<file path="src/sv/ambd_pkg.sv">
// ----------------------------------------------------------------------------
// Main bus decoder package
// Shared widths, access kinds, target codes, address map constants and the
// status sequence table of the main CPU bus decoder.
// ----------------------------------------------------------------------------
package ambd_pkg;

    localparam int ADDR_W = 16;
    localparam int BYTE_W = 8;
    localparam int OP_W   = 3;
    localparam int TGT_W  = 3;

    localparam int IN_DATA_W  = 40;
    localparam int OUT_DATA_W = 56;

    typedef enum logic [OP_W-1:0] {
        OP_MEM_READ  = 3'd0,
        OP_MEM_WRITE = 3'd1,
        OP_PORT_IN   = 3'd2,
        OP_PORT_OUT  = 3'd3,
        OP_MCU_SCROLL = 3'd4
    } op_t;

    typedef enum logic [TGT_W-1:0] {
        TGT_NONE     = 3'd0,
        TGT_MAIN_MEM = 3'd1,
        TGT_BANK_ROM = 3'd2,
        TGT_MCU      = 3'd3,
        TGT_INTERNAL = 3'd4
    } target_t;

    // Port numbers decoded on port out and port in (low address byte).
    localparam logic [BYTE_W-1:0] PORT_SOUND_HOLD    = 8'h00;
    localparam logic [BYTE_W-1:0] PORT_SOUND_RELEASE = 8'h01;
    localparam logic [BYTE_W-1:0] PORT_IRQ_CLEAR     = 8'h06;
    localparam logic [BYTE_W-1:0] PORT_IRQ_ENABLE    = 8'h07;
    localparam logic [BYTE_W-1:0] PORT_BANK0         = 8'h08;
    localparam logic [BYTE_W-1:0] PORT_BANK1         = 8'h09;
    localparam logic [BYTE_W-1:0] PORT_STATUS        = 8'h00;

    // Address map.
    localparam logic [ADDR_W-1:0] ADDR_LOW_END    = 16'h7fff;
    localparam logic [ADDR_W-1:0] ADDR_ROM_START  = 16'h8000;
    localparam logic [ADDR_W-1:0] ADDR_ROM_END    = 16'hbfff;
    localparam logic [ADDR_W-1:0] ADDR_RAM_START  = 16'hc000;
    localparam logic [ADDR_W-1:0] ADDR_RAM_END    = 16'he7ff;
    localparam logic [ADDR_W-1:0] ADDR_VSCROLL_LO = 16'he800;
    localparam logic [ADDR_W-1:0] ADDR_VSCROLL_HI = 16'he801;
    localparam logic [ADDR_W-1:0] ADDR_HSCROLL    = 16'he802;
    localparam logic [ADDR_W-1:0] ADDR_MCU        = 16'he803;
    localparam logic [ADDR_W-1:0] ADDR_HIGH_START = 16'hf000;

    localparam int ROM_OFS_W = 14;

    localparam logic [BYTE_W-1:0] OPEN_BUS    = 8'hff;
    localparam logic [BYTE_W-1:0] STATUS_MASK = 8'hf9;

    // Status sequence base byte; phase 3 repeats the first entry.
    function automatic logic [BYTE_W-1:0] status_base(input logic [1:0] phase);
        logic [BYTE_W-1:0] base;
        begin
            case (phase)
                2'd1:    base = 8'h55;
                2'd2:    base = 8'h00;
                default: base = 8'hc7;
            endcase
            return base;
        end
    endfunction

endpackage

</file>
<file path="src/sv/arcade_main_bus_decoder.sv">
// ----------------------------------------------------------------------------
// Arcade main bus decoder
// Address decoder and control latches for the main CPU bus of an arcade board.
// ----------------------------------------------------------------------------
// Each slave transaction carries one bus access: the kind of access on
// s_axis_tuser and the address, write byte and MCU latch signals on
// s_axis_tdata. Each access gives exactly one master transaction that names
// the target (m_axis_tuser) and carries the memory address, strobes, read
// byte and the current values of the control latches (m_axis_tdata).
//
// The access is captured in an input register, decoded by one level of
// compare and select logic, and the result is held in an output register.
// One access is taken every cycle while the receiver keeps up; the control
// latches are updated in the same cycle that a result is written, so
// back-to-back accesses see each other's effects in order.
//
// After reset both registers are empty, the scroll registers, bank bit and
// IRQ enable are zero, the status sequence starts at its first byte and the
// sound CPU is held in reset. When the receiver stalls, the result waits in
// the output register and one more access waits in the input register; then
// s_axis_tready drops until the receiver takes the result.
// ----------------------------------------------------------------------------
module arcade_main_bus_decoder (
    input  logic                               clk,
    input  logic                               rst_n,
    // Slave side.
    input  logic                               s_axis_tvalid,
    output logic                               s_axis_tready,
    // [15:0] address, [23:16] write_data, [31:24] mcu_read_data,
    // [32] mcu_host_pending, [33] mcu_reply_pending, [39:34] zero
    input  logic [ambd_pkg::IN_DATA_W-1:0]     s_axis_tdata,
    // [2:0] operation
    input  logic [ambd_pkg::OP_W-1:0]          s_axis_tuser,
    // Master side.
    output logic                               m_axis_tvalid,
    input  logic                               m_axis_tready,
    // [15:0] mem_address, [16] mem_write, [24:17] read_data, [25] mcu_write,
    // [41:26] vertical scroll, [49:42] horizontal scroll, [50] bank_out,
    // [51] irq_enable_out, [52] irq_clear, [53] sound_hold_out, [55:54] zero
    output logic [ambd_pkg::OUT_DATA_W-1:0]    m_axis_tdata,
    // [2:0] target
    output logic [ambd_pkg::TGT_W-1:0]         m_axis_tuser
);

    localparam int AW = ambd_pkg::ADDR_W;
    localparam int BW = ambd_pkg::BYTE_W;

    // Input register.
    logic                                in_valid_reg;
    logic [ambd_pkg::IN_DATA_W-1:0]      in_data_reg;
    logic [ambd_pkg::OP_W-1:0]           in_op_reg;

    // Output register.
    logic                                out_valid_reg;
    logic [ambd_pkg::OUT_DATA_W-1:0]     out_data_reg;
    logic [ambd_pkg::TGT_W-1:0]          out_tgt_reg;

    // Control latches.
    logic [1:0]    status_phase_reg, status_phase_next;
    logic [AW-1:0] vscroll_reg, vscroll_next;
    logic [BW-1:0] hscroll_reg, hscroll_next;
    logic          bank_reg, bank_next;
    logic          irq_enable_reg, irq_enable_next;
    logic          sound_hold_reg, sound_hold_next;

    // Decoded access fields.
    logic [AW-1:0] addr;
    logic [BW-1:0] wr_byte;
    logic [BW-1:0] mcu_byte;
    logic          host_pending;
    logic          reply_pending;
    logic [BW-1:0] port;

    // Decode results.
    ambd_pkg::target_t tgt;
    logic [AW-1:0] mem_addr;
    logic          mem_wr;
    logic [BW-1:0] rd_byte;
    logic          mcu_wr;
    logic          irq_clr;

    logic          in_ram_range;
    logic          advance;

    // The input register moves into the output register whenever the output
    // register is empty or being drained this cycle.
    assign advance       = in_valid_reg && (!out_valid_reg || m_axis_tready);
    assign s_axis_tready = !in_valid_reg || advance;

    assign addr          = in_data_reg[15:0];
    assign wr_byte       = in_data_reg[23:16];
    assign mcu_byte      = in_data_reg[31:24];
    assign host_pending  = in_data_reg[32];
    assign reply_pending = in_data_reg[33];
    assign port          = addr[BW-1:0];

    // Main memory covers the low 32K, C000-E7FF and F000-FFFF.
    assign in_ram_range = (addr <= ambd_pkg::ADDR_LOW_END)
                       || ((addr >= ambd_pkg::ADDR_RAM_START)
                           && (addr <= ambd_pkg::ADDR_RAM_END))
                       || (addr >= ambd_pkg::ADDR_HIGH_START);

    always_comb
    begin
        tgt               = ambd_pkg::TGT_NONE;
        mem_addr          = '0;
        mem_wr            = 1'b0;
        rd_byte           = '0;
        mcu_wr            = 1'b0;
        irq_clr           = 1'b0;
        status_phase_next = status_phase_reg;
        vscroll_next      = vscroll_reg;
        hscroll_next      = hscroll_reg;
        bank_next         = bank_reg;
        irq_enable_next   = irq_enable_reg;
        sound_hold_next   = sound_hold_reg;

        unique case (ambd_pkg::op_t'(in_op_reg))
            ambd_pkg::OP_MEM_READ:
            begin
                if (addr == ambd_pkg::ADDR_MCU)
                begin
                    tgt     = ambd_pkg::TGT_MCU;
                    rd_byte = mcu_byte;
                end
                else if (in_ram_range)
                begin
                    tgt      = ambd_pkg::TGT_MAIN_MEM;
                    mem_addr = addr;
                end
                else if ((addr >= ambd_pkg::ADDR_ROM_START)
                         && (addr <= ambd_pkg::ADDR_ROM_END))
                begin
                    // Bank bit becomes address bit 14 of the ROM window.
                    tgt      = ambd_pkg::TGT_BANK_ROM;
                    mem_addr = {1'b0, bank_reg, addr[ambd_pkg::ROM_OFS_W-1:0]};
                end
                else
                begin
                    tgt     = ambd_pkg::TGT_INTERNAL;
                    rd_byte = ambd_pkg::OPEN_BUS;
                end
            end
            ambd_pkg::OP_MEM_WRITE:
            begin
                if (addr <= ambd_pkg::ADDR_ROM_END)
                begin
                    tgt = ambd_pkg::TGT_NONE;
                end
                else if (addr == ambd_pkg::ADDR_VSCROLL_LO)
                begin
                    vscroll_next = {vscroll_reg[AW-1:BW], wr_byte};
                end
                else if (addr == ambd_pkg::ADDR_VSCROLL_HI)
                begin
                    vscroll_next = {wr_byte, vscroll_reg[BW-1:0]};
                end
                else if (addr == ambd_pkg::ADDR_HSCROLL)
                begin
                    hscroll_next = wr_byte;
                end
                else if (addr == ambd_pkg::ADDR_MCU)
                begin
                    tgt    = ambd_pkg::TGT_MCU;
                    mcu_wr = 1'b1;
                end
                else if (in_ram_range)
                begin
                    tgt      = ambd_pkg::TGT_MAIN_MEM;
                    mem_addr = addr;
                    mem_wr   = 1'b1;
                end
            end
            ambd_pkg::OP_PORT_IN:
            begin
                tgt = ambd_pkg::TGT_INTERNAL;
                if (port == ambd_pkg::PORT_STATUS)
                begin
                    // Handshake flags read back inverted in bits 1 and 2.
                    rd_byte = (ambd_pkg::status_base(status_phase_reg)
                               & ambd_pkg::STATUS_MASK)
                            | {5'b0, ~reply_pending, ~host_pending, 1'b0};
                    status_phase_next = status_phase_reg + 2'd1;
                end
                else
                begin
                    rd_byte = ambd_pkg::OPEN_BUS;
                end
            end
            ambd_pkg::OP_PORT_OUT:
            begin
                case (port)
                    ambd_pkg::PORT_SOUND_HOLD:    sound_hold_next = 1'b1;
                    ambd_pkg::PORT_SOUND_RELEASE: sound_hold_next = 1'b0;
                    ambd_pkg::PORT_IRQ_CLEAR:
                    begin
                        irq_enable_next = 1'b0;
                        irq_clr         = 1'b1;
                    end
                    ambd_pkg::PORT_IRQ_ENABLE:    irq_enable_next = 1'b1;
                    ambd_pkg::PORT_BANK0:         bank_next       = 1'b0;
                    ambd_pkg::PORT_BANK1:         bank_next       = 1'b1;
                    default:                      ;
                endcase
            end
            ambd_pkg::OP_MCU_SCROLL:
            begin
                if (addr[0])
                    vscroll_next = {wr_byte, vscroll_reg[BW-1:0]};
                else
                    vscroll_next = {vscroll_reg[AW-1:BW], wr_byte};
            end
            default:
            begin
                tgt = ambd_pkg::TGT_NONE;
            end
        endcase
    end

    // Input register.
    always_ff @(posedge clk or negedge rst_n)
    begin
        if (!rst_n)
        begin
            in_valid_reg <= 1'b0;
        end
        else if (s_axis_tready)
        begin
            in_valid_reg <= s_axis_tvalid;
        end
    end

    always_ff @(posedge clk)
    begin
        if (s_axis_tvalid && s_axis_tready)
        begin
            in_data_reg <= s_axis_tdata;
            in_op_reg   <= s_axis_tuser;
        end
    end

    // Control latches change only when an access is committed to the output.
    always_ff @(posedge clk or negedge rst_n)
    begin
        if (!rst_n)
        begin
            status_phase_reg <= '0;
            vscroll_reg      <= '0;
            hscroll_reg      <= '0;
            bank_reg         <= 1'b0;
            irq_enable_reg   <= 1'b0;
            sound_hold_reg   <= 1'b1;
            out_valid_reg    <= 1'b0;
        end
        else
        begin
            if (advance)
            begin
                status_phase_reg <= status_phase_next;
                vscroll_reg      <= vscroll_next;
                hscroll_reg      <= hscroll_next;
                bank_reg         <= bank_next;
                irq_enable_reg   <= irq_enable_next;
                sound_hold_reg   <= sound_hold_next;
                out_valid_reg    <= 1'b1;
            end
            else if (m_axis_tready)
            begin
                out_valid_reg <= 1'b0;
            end
        end
    end

    always_ff @(posedge clk)
    begin
        if (advance)
        begin
            out_tgt_reg  <= tgt;
            out_data_reg <= {2'b0, sound_hold_next, irq_clr, irq_enable_next, bank_next,
                             hscroll_next, vscroll_next, mcu_wr, rd_byte, mem_wr,
                             mem_addr};
        end
    end

    assign m_axis_tvalid = out_valid_reg;
    assign m_axis_tdata  = out_data_reg;
    assign m_axis_tuser  = out_tgt_reg;

endmodule

</file>
<file path="config.mk">
export PLATFORM = sky130hd
export DESIGN_NAME = arcade_main_bus_decoder
export DESIGN_NICKNAME = d
export VERILOG_FILES = /design/src/sv/ambd_pkg.sv /design/src/sv/arcade_main_bus_decoder.sv
export SDC_FILE = /design/constraint.sdc
export NUM_CORES = 1
export LEC_CHECK = 0
export ABC_AREA = 1
export CORE_ASPECT_RATIO = 1.4
export CORE_MARGIN = 5
export CORE_UTILIZATION = 55
export DETAILED_ROUTE_END_ITERATION = 12
export DONT_BUFFER_PORTS = 1
export HOLD_SLACK_MARGIN = 0.08
export PLACE_DENSITY_LB_ADDON = 0.3
export REMOVE_ABC_BUFFERS = 1
export SETUP_SLACK_MARGIN = 0.15
export SLEW_MARGIN = 20
export SYNTH_ARGS = -nofsm -noshare
export SYNTH_HDL_FRONTEND = slang
export SYNTH_SLANG_ARGS = --single-unit
</file>
<file path="constraint.sdc">
create_clock -name clk -period 6 [get_ports clk]
set_clock_uncertainty 0.2 [all_clocks]
set_input_delay 0.6 -clock clk [delete_from_list [all_inputs] [get_ports clk]]
set_output_delay 0.6 -clock clk [all_outputs]
set_load 0.01 [all_outputs]
</file>
==> results of run 1 <==
==> cells in the final DEF (no fill, tap or decap), drive strengths merged <==
cell | synthesis | layout
nand3 | 43 | 43
clkbuf | 4 | 17
dfstp | 1 | 1
clkinv | 1 | 9
conb | 1 | 2
xor2 | 1 | 1
o31ai | 1 | 1
nor3 | 5 | 5
inv | 77 | 77
o211ai | 16 | 16
buf | 16 | 6
bufinv | 0 | 6
o21ai | 35 | 35
a21oi | 1 | 1
dfrtp | 30 | 30
clkinvlp | 0 | 1
dlygate4sd3 | 0 | 38
edfxtp | 94 | 94
nor2 | 41 | 41
ha | 2 | 2
nand4 | 9 | 9
nand2 | 194 | 194
==> power by group through the flow <==
stage	clock network, mW	registers, mW	logic (mW)
after floorplan	0	1.22	0.296
after global placement	0	1.24	0.357
final	1.13	1.23	0.407
after detailed placement	0	1.24	0.378
after global routing	1.19	1.24	0.463
after CTS	1.14	1.23	0.408
==> what timing repair did <==
| item | in CTS | in global routing |
|---|---|---|
| hold endpoints to repair | 68 | 0 |
| hold buffers | 39 | 0 |
| endpoints found under the setup margin | 0 | 0 |
| buffers inserted | 0 | 0 |
==> worst register-to-register path, delay by kind of cell, from the launching register on <==
family,cells,cell delay [ns]
DFF,1,0.43
xor gates and xnor gates,1,0.18
buffers and inverters,3,1.06
and+or+nand+nor,3,0.35
==> through the flow <==
step | total power, mW | hold slack (ns) | setup WS (ns)
after floorplan | 1.519 | 0.1044 | 2.370
after global placement | 1.596 | 0.1058 | 3.487
after detailed placement | 1.622 | 0.1058 | 3.476
after CTS | 2.776 | 0.1072 | 3.621
after global routing | 2.894 | 0.1222 | 3.456
final | 2.766 | 0.1168 | 3.650
==> worst paths after layout <==
| check | endpoint | cells after the start |
|---|---|---|
| setup / recovery | status_phase_reg[0]$_DFFE_PN0P_ | 7 |
| hold / removal | in_valid_reg$_DFFE_PN0N_ | 2 |
| setup reg to reg | status_phase_reg[0]$_DFFE_PN0P_ | 7 |
| hold reg to reg | vscroll_reg[0]$_DFFE_PN0P_ | 2 |
| max in group asynchronous | sound_hold_reg$_DFFE_PN1P_ | 2 |
| min in group asynchronous | vscroll_reg[7]$_DFFE_PN0P_ | 2 |
==> logic make-up after synthesis <==
logic type	Yosys count
and+or+nand+nor	292
DFF	125
buffers and inverters	98
AOI/OAI and AO/OA	53
adders and majority gates	2
xor gates and xnor gates	1
other	1
==> final cells by class <==
class | count | area (um^2)
Clock buffer | 17 | 425.4
Clock inverter | 15 | 225.2
Fill cell | 794 | 3413
Inverter | 78 | 295.3
Multi-Input combinational cell | 350 | 1780
Sequential cell | 125 | 3600
Tap cell | 138 | 172.7
Timing Repair Buffer | 44 | 437.9
==> routing by layer <==
layer / part of all wire [%] / track usage (%)
met2: 54 / 36.94
met3: 6.2 / 6.257
met1: 38 / 22.53
met4: 2.0 / 8.899
met5: 0 / 0
==> impl_metrics.csv, run 1 <==
group,metric,value,unit
power,vdd_ir_drop_max,0.2711,mV
finish,synthToLayoutAreaGrowth,19.20,%
cts,clkSinkCount,125,
critical_path,rrSetupSlack,3.65,ns
synth,synth_cells,572,
finish,nNetsFinal,665,
critical_path,crit_chain,"nand2_1 > nand2_1 > buf_4 > inv_2 > buf_4 > nand3_1 > xor2_1",
power,p_comb_share,14.7,%
global_routing,grt_pass1_vias,4178,
place,dp.cells,696,
drt,vias,4064,
place,dpl_cell_area,5886,um^2
timing,tightest_slew,0.7611,ns
power,pwr-share-clk,40.9,%
drt,post_drt_wl_per_cell,16.68,um
critical_path,crit_buf_inv,3,
critical_path,critPathMaxStageDelay,0.43,ns
critical_path,critPathKind,"reg2reg",
drt,drt-total-wl,12800,um
power,p_sw,0.7454,mW
global_routing,grt_max_degree,38,
power,p_sw_share,26.95,%
finish,drive_gt1_share,17.97,%
finish,final_cells,767,
synth,synth_compound_area_share,6.063,%
power,p_leak,3.060,nW
synth,synth_enable_flop_cells,94,
floorplanning,die_x,96.94,um
critical_path,cp-startpoint,"m_axis_tvalid$_DFFE_PN0P_",
worst_hold_path,hold_start,"s_axis_tvalid",
finish,n_antenna_cell,0,
power,power.share.sequential,44.4,%
finish,fin_area,6937,um^2
synth,async_flop_share,24.80,%
critical_path,end_kind,"flip-flop",
synth,synth_xor_area_share,0.1505,%
cts,root_buffer,"clkbuf_16",
timing,worst_slew_margin_rel,49.10,%
power,p_per_area,398.8,nW/um^2
critical_path,path_max_fanout,29,
critical_path,r2r_start,"m_axis_tvalid$_DFFE_PN0P_",
synth,ys_ff_latch,125,
floorplanning,dieArea,12770,um^2
run,maxCapViolCount,0,
synth,synth_top_family_by_area,"simple AND/OR/NAND/NOR gates",
timing,hold_violations,0,
cts,cts_tree,"done",
critical_path,required,6.09,ns
timing,period_minus_slack,2.350,ns
drt,ant_nets,0,
cts,cts_resized,0,
synth,synth_fa_ha_area_share,0.4300,%
floorplanning,placementRows,44,
synth,yosysWarnings,0,
timing,period_share,39.17,%
timing,setup_viol,0,
synth,synth_area_leaders,"edfxtp_1 49%, dfrtp_1 13%, nand2_1 11%",
global_routing,grt_pass1_wl,20810,um
timing,fmax,0.4255,GHz
synth,synthTopCellsByCount,"176 x nand2_1, 94 x edfxtp_1, 55 x inv_1",
power,internal_power,2.021,mW
synth,synth_simple_gate_area_share,23.82,%
synth,synth_top_cell_by_area,"edfxtp_1",
synth,synth_top_cell_area_share,48.51,%
cts,clkLatencyLatePin,0.41,ns
cts,clockBufferDepth,2,
critical_path,worstPathArrival,2.44,ns
floorplanning,core-area,10350,um^2
place,dp_hpwl,8142,um
critical_path,critical-path-top-delay-family,"buffers and inverters",
finish,utilization,67.02,%
finish,largest_register_ff_count,54,
place,globalplace.congestion,0.8131,
cts,clkTransAtPathRegs,0.05,ns
timing,rsz0062_at_grt,"false",
drt,first_pass_iters,5,
synth,synthMuxAreaShare,0,%
global_routing,grtUsageTotal,20.67,%
global_routing,antenna_found_initial,0,
drt,viasPerCell,5.299,
drt,drc,0,
cts,htreeDepth,4,
timing,slew_viol_final,0,
critical_path,cp_slowest_cell,"dfrtp_1",
critical_path,start_kind,"flip-flop",
synth,synth_cell_types,34,
worst_hold_path,hp-class,"in2reg",
place,portBuffers,0,
synth,synth_top_flop_cell,"edfxtp_1",
synth,synth_area,5819,um^2
synth,synth.avg_cell_area,10.17,um^2
cts,cts_buffers,17,
synth,ys_seq_area_share,61.86,%
global_routing,overflow,0,
synth,synthMostInstantiatedCell,"nand2_1",
floorplanning,pin_count,108,
run_status,status,"finished, final reports clean",
floorplanning,start_util,56.23,%
floorplanning,chipHeight,131.7,um
timing,setup_tns,0,ns
drt,drt_iter0_drc,364,
Note: power is estimated with default switching activity, not from simulation.
==> run 2: changes to the inputs <==
clock period = 2.25 ns   (was 6 ns; I/O delays follow)
==> impl_metrics.csv, run 2 (synthesis gave the netlist of run 1 again) <==
group,metric,value,unit
power,p_sw_share,28.47,%
critical_path,cp_slowest_cell,"edfxtp_1",
drt,drt-total-wl,12840,um
drt,drt_iter0_drc,385,
critical_path,crit_chain,"nor2_4 > nand3_1 > nor2_4 > nand3_1 > o21ai_1 > nand2_1",
finish,final_cells,779,
timing,finalWorstSetupSlack,0.2756,ns
finish,nNetsFinal,677,
cts,root_buffer,"clkbuf_16",
critical_path,start_kind,"flip-flop",
cts,cts_buffers,17,
place,globalplace.congestion,0.8350,
power,p_sw,2.024,mW
cts,clkSinkCount,125,
drt,drc,0,
power,vdd_ir_drop_max,0.6309,mV
critical_path,r2r_start,"in_data_reg[3]$_DFFE_PP_",
drt,viasPerCell,5.374,
timing,period_share,87.75,%
finish,layout_common_cells,"175 x nand2_1, 94 x edfxtp_1, 54 x inv_1",
finish,n_antenna_cell,0,
global_routing,antenna_found_initial,0,
power,p_comb_share,16.1,%
place,dpl_worst_slack,0.2450,ns
critical_path,crit_buf_inv,0,
timing,setup_tns,0,ns
cts,clkTransAtPathRegs,0.06,ns
place,dp_hpwl,8056,um
critical_path,worstPathArrival,1.94,ns
global_routing,grt_pass1_wl,20760,um
timing,hold_violations,0,
critical_path,critical-path-top-delay-family,"simple AND/OR/NAND/NOR gates",
drt,ant_nets,0,
floorplanning,dieArea,12770,um^2
cts,htreeDepth,4,
floorplanning,placementRows,44,
critical_path,required,2.22,ns
global_routing,overflow,0,
timing,rsz0062_at_grt,"false",
timing,slew_viol_final,0,
place,portBuffers,0,
drt,first_pass_iters,5,
floorplanning,pin_count,108,
place,dp.cells,700,
floorplanning,die_x,96.94,um
finish,final_common_cell,"nand2_1",
critical_path,critPathMaxStageDelay,0.48,ns
cts,cts_tree,"done",
floorplanning,start_util,56.23,%
power,pwr-share-clk,37.8,%
power,p_leak,3.097,nW
finish,synthToLayoutAreaGrowth,20.66,%
drt,post_drt_wl_per_cell,16.48,um
timing,period_minus_slack,1.974,ns
floorplanning,chipHeight,131.7,um
global_routing,grt_pass1_vias,4183,
finish,drive_gt1_share,19.34,%
worst_hold_path,hp-class,"in2async",
critical_path,end_kind,"flip-flop",
run,maxCapViolCount,0,
drt,vias,4186,
cts,clkLatencyLatePin,0.42,ns
floorplanning,core-area,10350,um^2
finish,largest_register_ff_count,54,
power,power.share.sequential,46.1,%
power,internal_power,5.084,mW
global_routing,grtUsageTotal,20.54,%
global_routing,grt_max_degree,77,
finish,fillers,790,
critical_path,critPathKind,"reg2reg",
timing,fmax,0.5065,GHz
critical_path,cp-startpoint,"in_data_reg[3]$_DFFE_PP_",
cts,clockBufferDepth,2,
power,p_per_area,1012,nW/um^2
critical_path,path_max_fanout,7,
run_status,status,"finished, final reports clean",
timing,setup_viol,0,
==> run 2: cell count changes in the layout (fill, tap and decap cells not counted), sizes merged <==
cell         change
dlygate4sd3      +3
buf              +9
clkbuf           +1
clkinvlp         +2
bufinv           -3
==> run 2: layout make-up <==
class | count | area, um^2 | area share (%)
inverter | 78 | 297.8 | 4.241
timing repair buffer | 56 | 585.6 | 8.339
clock inverter | 14 | 151.4 | 2.156
clock buffer | 18 | 429.2 | 6.112
tap | 138 | 172.7 | 2.459
sequential | 125 | 3600 | 51.27
multi-input combinational | 350 | 1785 | 25.43
==> run 2: final timing paths <==
| path | slack [ns] | cells after the start | to |
|---|---|---|---|
| setup / recovery | 0.28 | 6 | m_axis_tdata[18]$_DFFE_PP_ |
| hold reg to reg | 0.28 | 2 | hscroll_reg[7]$_DFFE_PN0P_ |
| max in group asynchronous | 1.49 | 3 | vscroll_reg[8]$_DFFE_PN0P_ |
| hold / removal | 0.18 | 3 | vscroll_reg[3]$_DFFE_PN0P_ |
| setup reg to reg | 0.28 | 6 | m_axis_tdata[18]$_DFFE_PP_ |
| min in group clk | 0.23 | 1 | in_data_reg[22]$_DFFE_PP_ |
==> run 2: power groups by stage <==
stage / Sequential [mW] / Combinational (mW) / Clock, mW
2_1_floorplan: 3.26 / 0.789 / 0
3_3_place_gp: 3.30 / 0.974 / 0
3_5_place_dp: 3.32 / 1.03 / 0
4_1_cts: 3.28 / 1.13 / 2.72
5_1_grt: 3.31 / 1.29 / 2.84
6_report: 3.28 / 1.14 / 2.69
==> run 2: routing by layer <==
layer	routed length (um)	vias up	global-route usage, %
met4	318	0	8.509
met5	0	-	0
met2	6769	171	35.14
li1	-	1988	-
met1	4984	1988	23.81
met3	770	39	6.469
==> run 2: through the flow <==
step | util (%) | area (um^2) | power [mW] | hold WS [ns]
6_report | 67.84 | 7022 | 7.107 | 0.1797
5_1_grt | 67.84 | 7022 | 7.445 | 0.1792
4_1_cts | 67.36 | 6972 | 7.126 | 0.1588
3_5_place_dp | 57.40 | 5941 | 4.343 | -0.2691
3_3_place_gp | 57.40 | 5941 | 4.279 | -0.2691
2_1_floorplan | - | 5675 | 4.050 | -0.2706
==> run 2: worst reg2reg max path, stage by stage (launching register included) <==
cell and delay [ns]:
edfxtp_1 0.48, nor2_4 0.20, nand3_1 0.15, nor2_4 0.25, nand3_1 0.19, o21ai_1 0.18, nand2_1 0.08
==> run 2: what timing repair did <==
action	in CTS	in global routing
endpoints found under the setup margin	0	17
buffers inserted	0	4
hold buffers	43	0
hold endpoints to repair	70	0
resized for setup	0	4
==> run 3: changes to the inputs <==
CTS_BUF_LIST = sky130_fd_sc_hd__clkbuf_4   (was not set)
CTS_CLUSTER_SIZE = 16   (was not set)
==> impl_metrics.csv, run 3 (synthesis gave the netlist of run 1 again) <==
group,metric,value,unit
place,dp_hpwl,8056,um
timing,period_minus_slack,1.942,ns
drt,ant_nets,0,
global_routing,overflow,0,
timing,rsz0062_at_grt,"false",
finish,multi_input_area,1785,um^2
critical_path,cp_slowest_cell,"edfxtp_1",
floorplanning,die_x,96.94,um
place,portBuffers,0,
timing,finalWorstSetupSlack,0.3080,ns
global_routing,met2_usage,34.06,%
critical_path,end_kind,"flip-flop",
power,p_leak,3.051,nW
drt,drt_iter0_drc,341,
critical_path,path_max_fanout,19,
finish,drive_gt1_share,19.06,%
global_routing,antenna_found_initial,1,
cts,clkTransAtPathRegs,0.11,ns
finish,synthToLayoutAreaGrowth,18.83,%
floorplanning,core-area,10350,um^2
finish,fillers,798,
cts,clkSinkCount,125,
finish,layout_common_cells,"175 x nand2_1, 94 x edfxtp_1, 60 x dlygate4sd3_1",
run_status,status,"finished, final reports clean",
power,p_sw_share,30.88,%
finish,regArea,3600,um^2
place,globalplace.congestion,0.8350,
critical_path,start_kind,"flip-flop",
floorplanning,dieArea,12770,um^2
power,vdd_ir_drop_max,0.5195,mV
critical_path,crit_buf_inv,1,
timing,hold_violations,0,
cts,clkLatencyLatePin,0.53,ns
global_routing,grt_pass1_vias,4121,
power,p_per_area,866.4,nW/um^2
drt,first_pass_iters,5,
critical_path,critical-path-top-delay-family,"simple AND/OR/NAND/NOR gates",
cts,htreeDepth,4,
drt,vias,4252,
critical_path,required,2.35,ns
critical_path,crit_chain,"inv_2 > nor2_1 > nand2_1 > nor2_8 > nand2_2 > o21ai_0 > o21ai_1",
finish,nNetsFinal,697,
drt,drc,0,
cts,cts_tree,"done",
timing,setup_tns,0,ns
timing,period_share,86.31,%
timing,fmax,0.5149,GHz
critical_path,worstPathArrival,2.04,ns
cts,cts_buffers,17,
power,internal_power,4.141,mW
critical_path,critPathKind,"reg2reg",
global_routing,busiest_layer,"met2",
global_routing,grt_pass1_wl,20330,um
cts,root_buffer,"clkbuf_4",
place,dpl_worst_slack,0.2450,ns
global_routing,met3_usage,5.885,%
timing,slew_viol_final,0,
critical_path,critPathMaxStageDelay,0.41,ns
drt,drt-total-wl,12700,um
drt,viasPerCell,5.315,
power,p_sw,1.850,mW
cts,clockBufferDepth,2,
timing,setup_viol,0,
floorplanning,placementRows,44,
global_routing,grtUsageTotal,20.01,%
global_routing,met1_usage,24.05,%
finish,final_common_cell,"nand2_1",
drt,post_drt_wl_per_cell,15.87,um
floorplanning,start_util,56.23,%
power,p_comb_share,19.2,%
worst_hold_path,hp-class,"in2reg",
floorplanning,pin_count,108,
power,pwr-share-clk,26.2,%
power,power.share.sequential,54.5,%
finish,largest_register_ff_count,54,
run,maxCapViolCount,0,
floorplanning,chipHeight,131.7,um
global_routing,grt_max_degree,77,
run 3: final cells by class:
type,count,area share (%)
clock buffer,18,1.954
clock inverter,14,2.189
timing repair buffer,76,11.15
sequential,125,52.05
tap,138,2.497
antenna,1,0.03619
inverter,78,4.306
multi-input combinational,350,25.82
run 3: power by group through the flow:
stage | sequential, mW | clock [mW] | combinational, mW
after floorplan | 3.26 | 0 | 0.789
after global placement | 3.30 | 0 | 0.974
after detailed placement | 3.32 | 0 | 1.03
after CTS | 3.27 | 1.61 | 1.13
after global routing | 3.31 | 1.73 | 1.31
final | 3.27 | 1.57 | 1.15
run 3: worst paths after layout:
check                                      startpoint                         end  slack [ns]  cells past startpoint
min reg2reg                sound_hold_reg$_DFFE_PN1P_  sound_hold_reg$_DFFE_PN1P_        0.28                      2
max reg2reg                 in_data_reg[11]$_DFFE_PP_  m_axis_tdata[21]$_DFFE_PP_        0.31                      7
max                         in_data_reg[11]$_DFFE_PP_  m_axis_tdata[21]$_DFFE_PP_        0.31                      7
min                                  s_axis_tdata[16]   in_data_reg[16]$_DFFE_PP_        0.12                      1
min in group asynchronous                       rst_n  sound_hold_reg$_DFFE_PN1P_        0.66                      3
max in group asynchronous                       rst_n  hscroll_reg[3]$_DFFE_PN0P_        1.02                      4
run 3: repair_timing:
item	in CTS	in global routing
hold buffers	49	13
endpoints found under the setup margin	0	17
endpoints found under the hold margin	133	13
gates resized for setup	0	4
buffers inserted	0	5
run 3: worst register-to-register path, stage by stage, from the launching register on:
cell	delay, ns
edfxtp_1	0.41
inv_2	0.07
nor2_1	0.09
nand2_1	0.14
nor2_8	0.29
nand2_2	0.22
o21ai_0	0.20
o21ai_1	0.09
run 3: per-stage QoR:
step	utilization [%]	hold WS, ns	instance area [um^2]	power [mW]	cells
2_1_floorplan	-	-0.2706	5675	4.050	553
3_3_place_gp	57.40	-0.2691	5941	4.279	700
3_5_place_dp	57.40	-0.2691	5941	4.343	700
4_1_cts	65.10	0.08345	6738	6.008	781
5_1_grt	66.82	0.08166	6915	6.342	800
6_report	66.82	0.1209	6915	5.991	800
run 3: metal layers:
layer | vias to the layer above | part of all wire (%)
met4 | 0 | 1.4
li1 | 2035 | -
met1 | 2055 | 40
met2 | 146 | 54
met3 | 16 | 4.8
met5 | - | 0
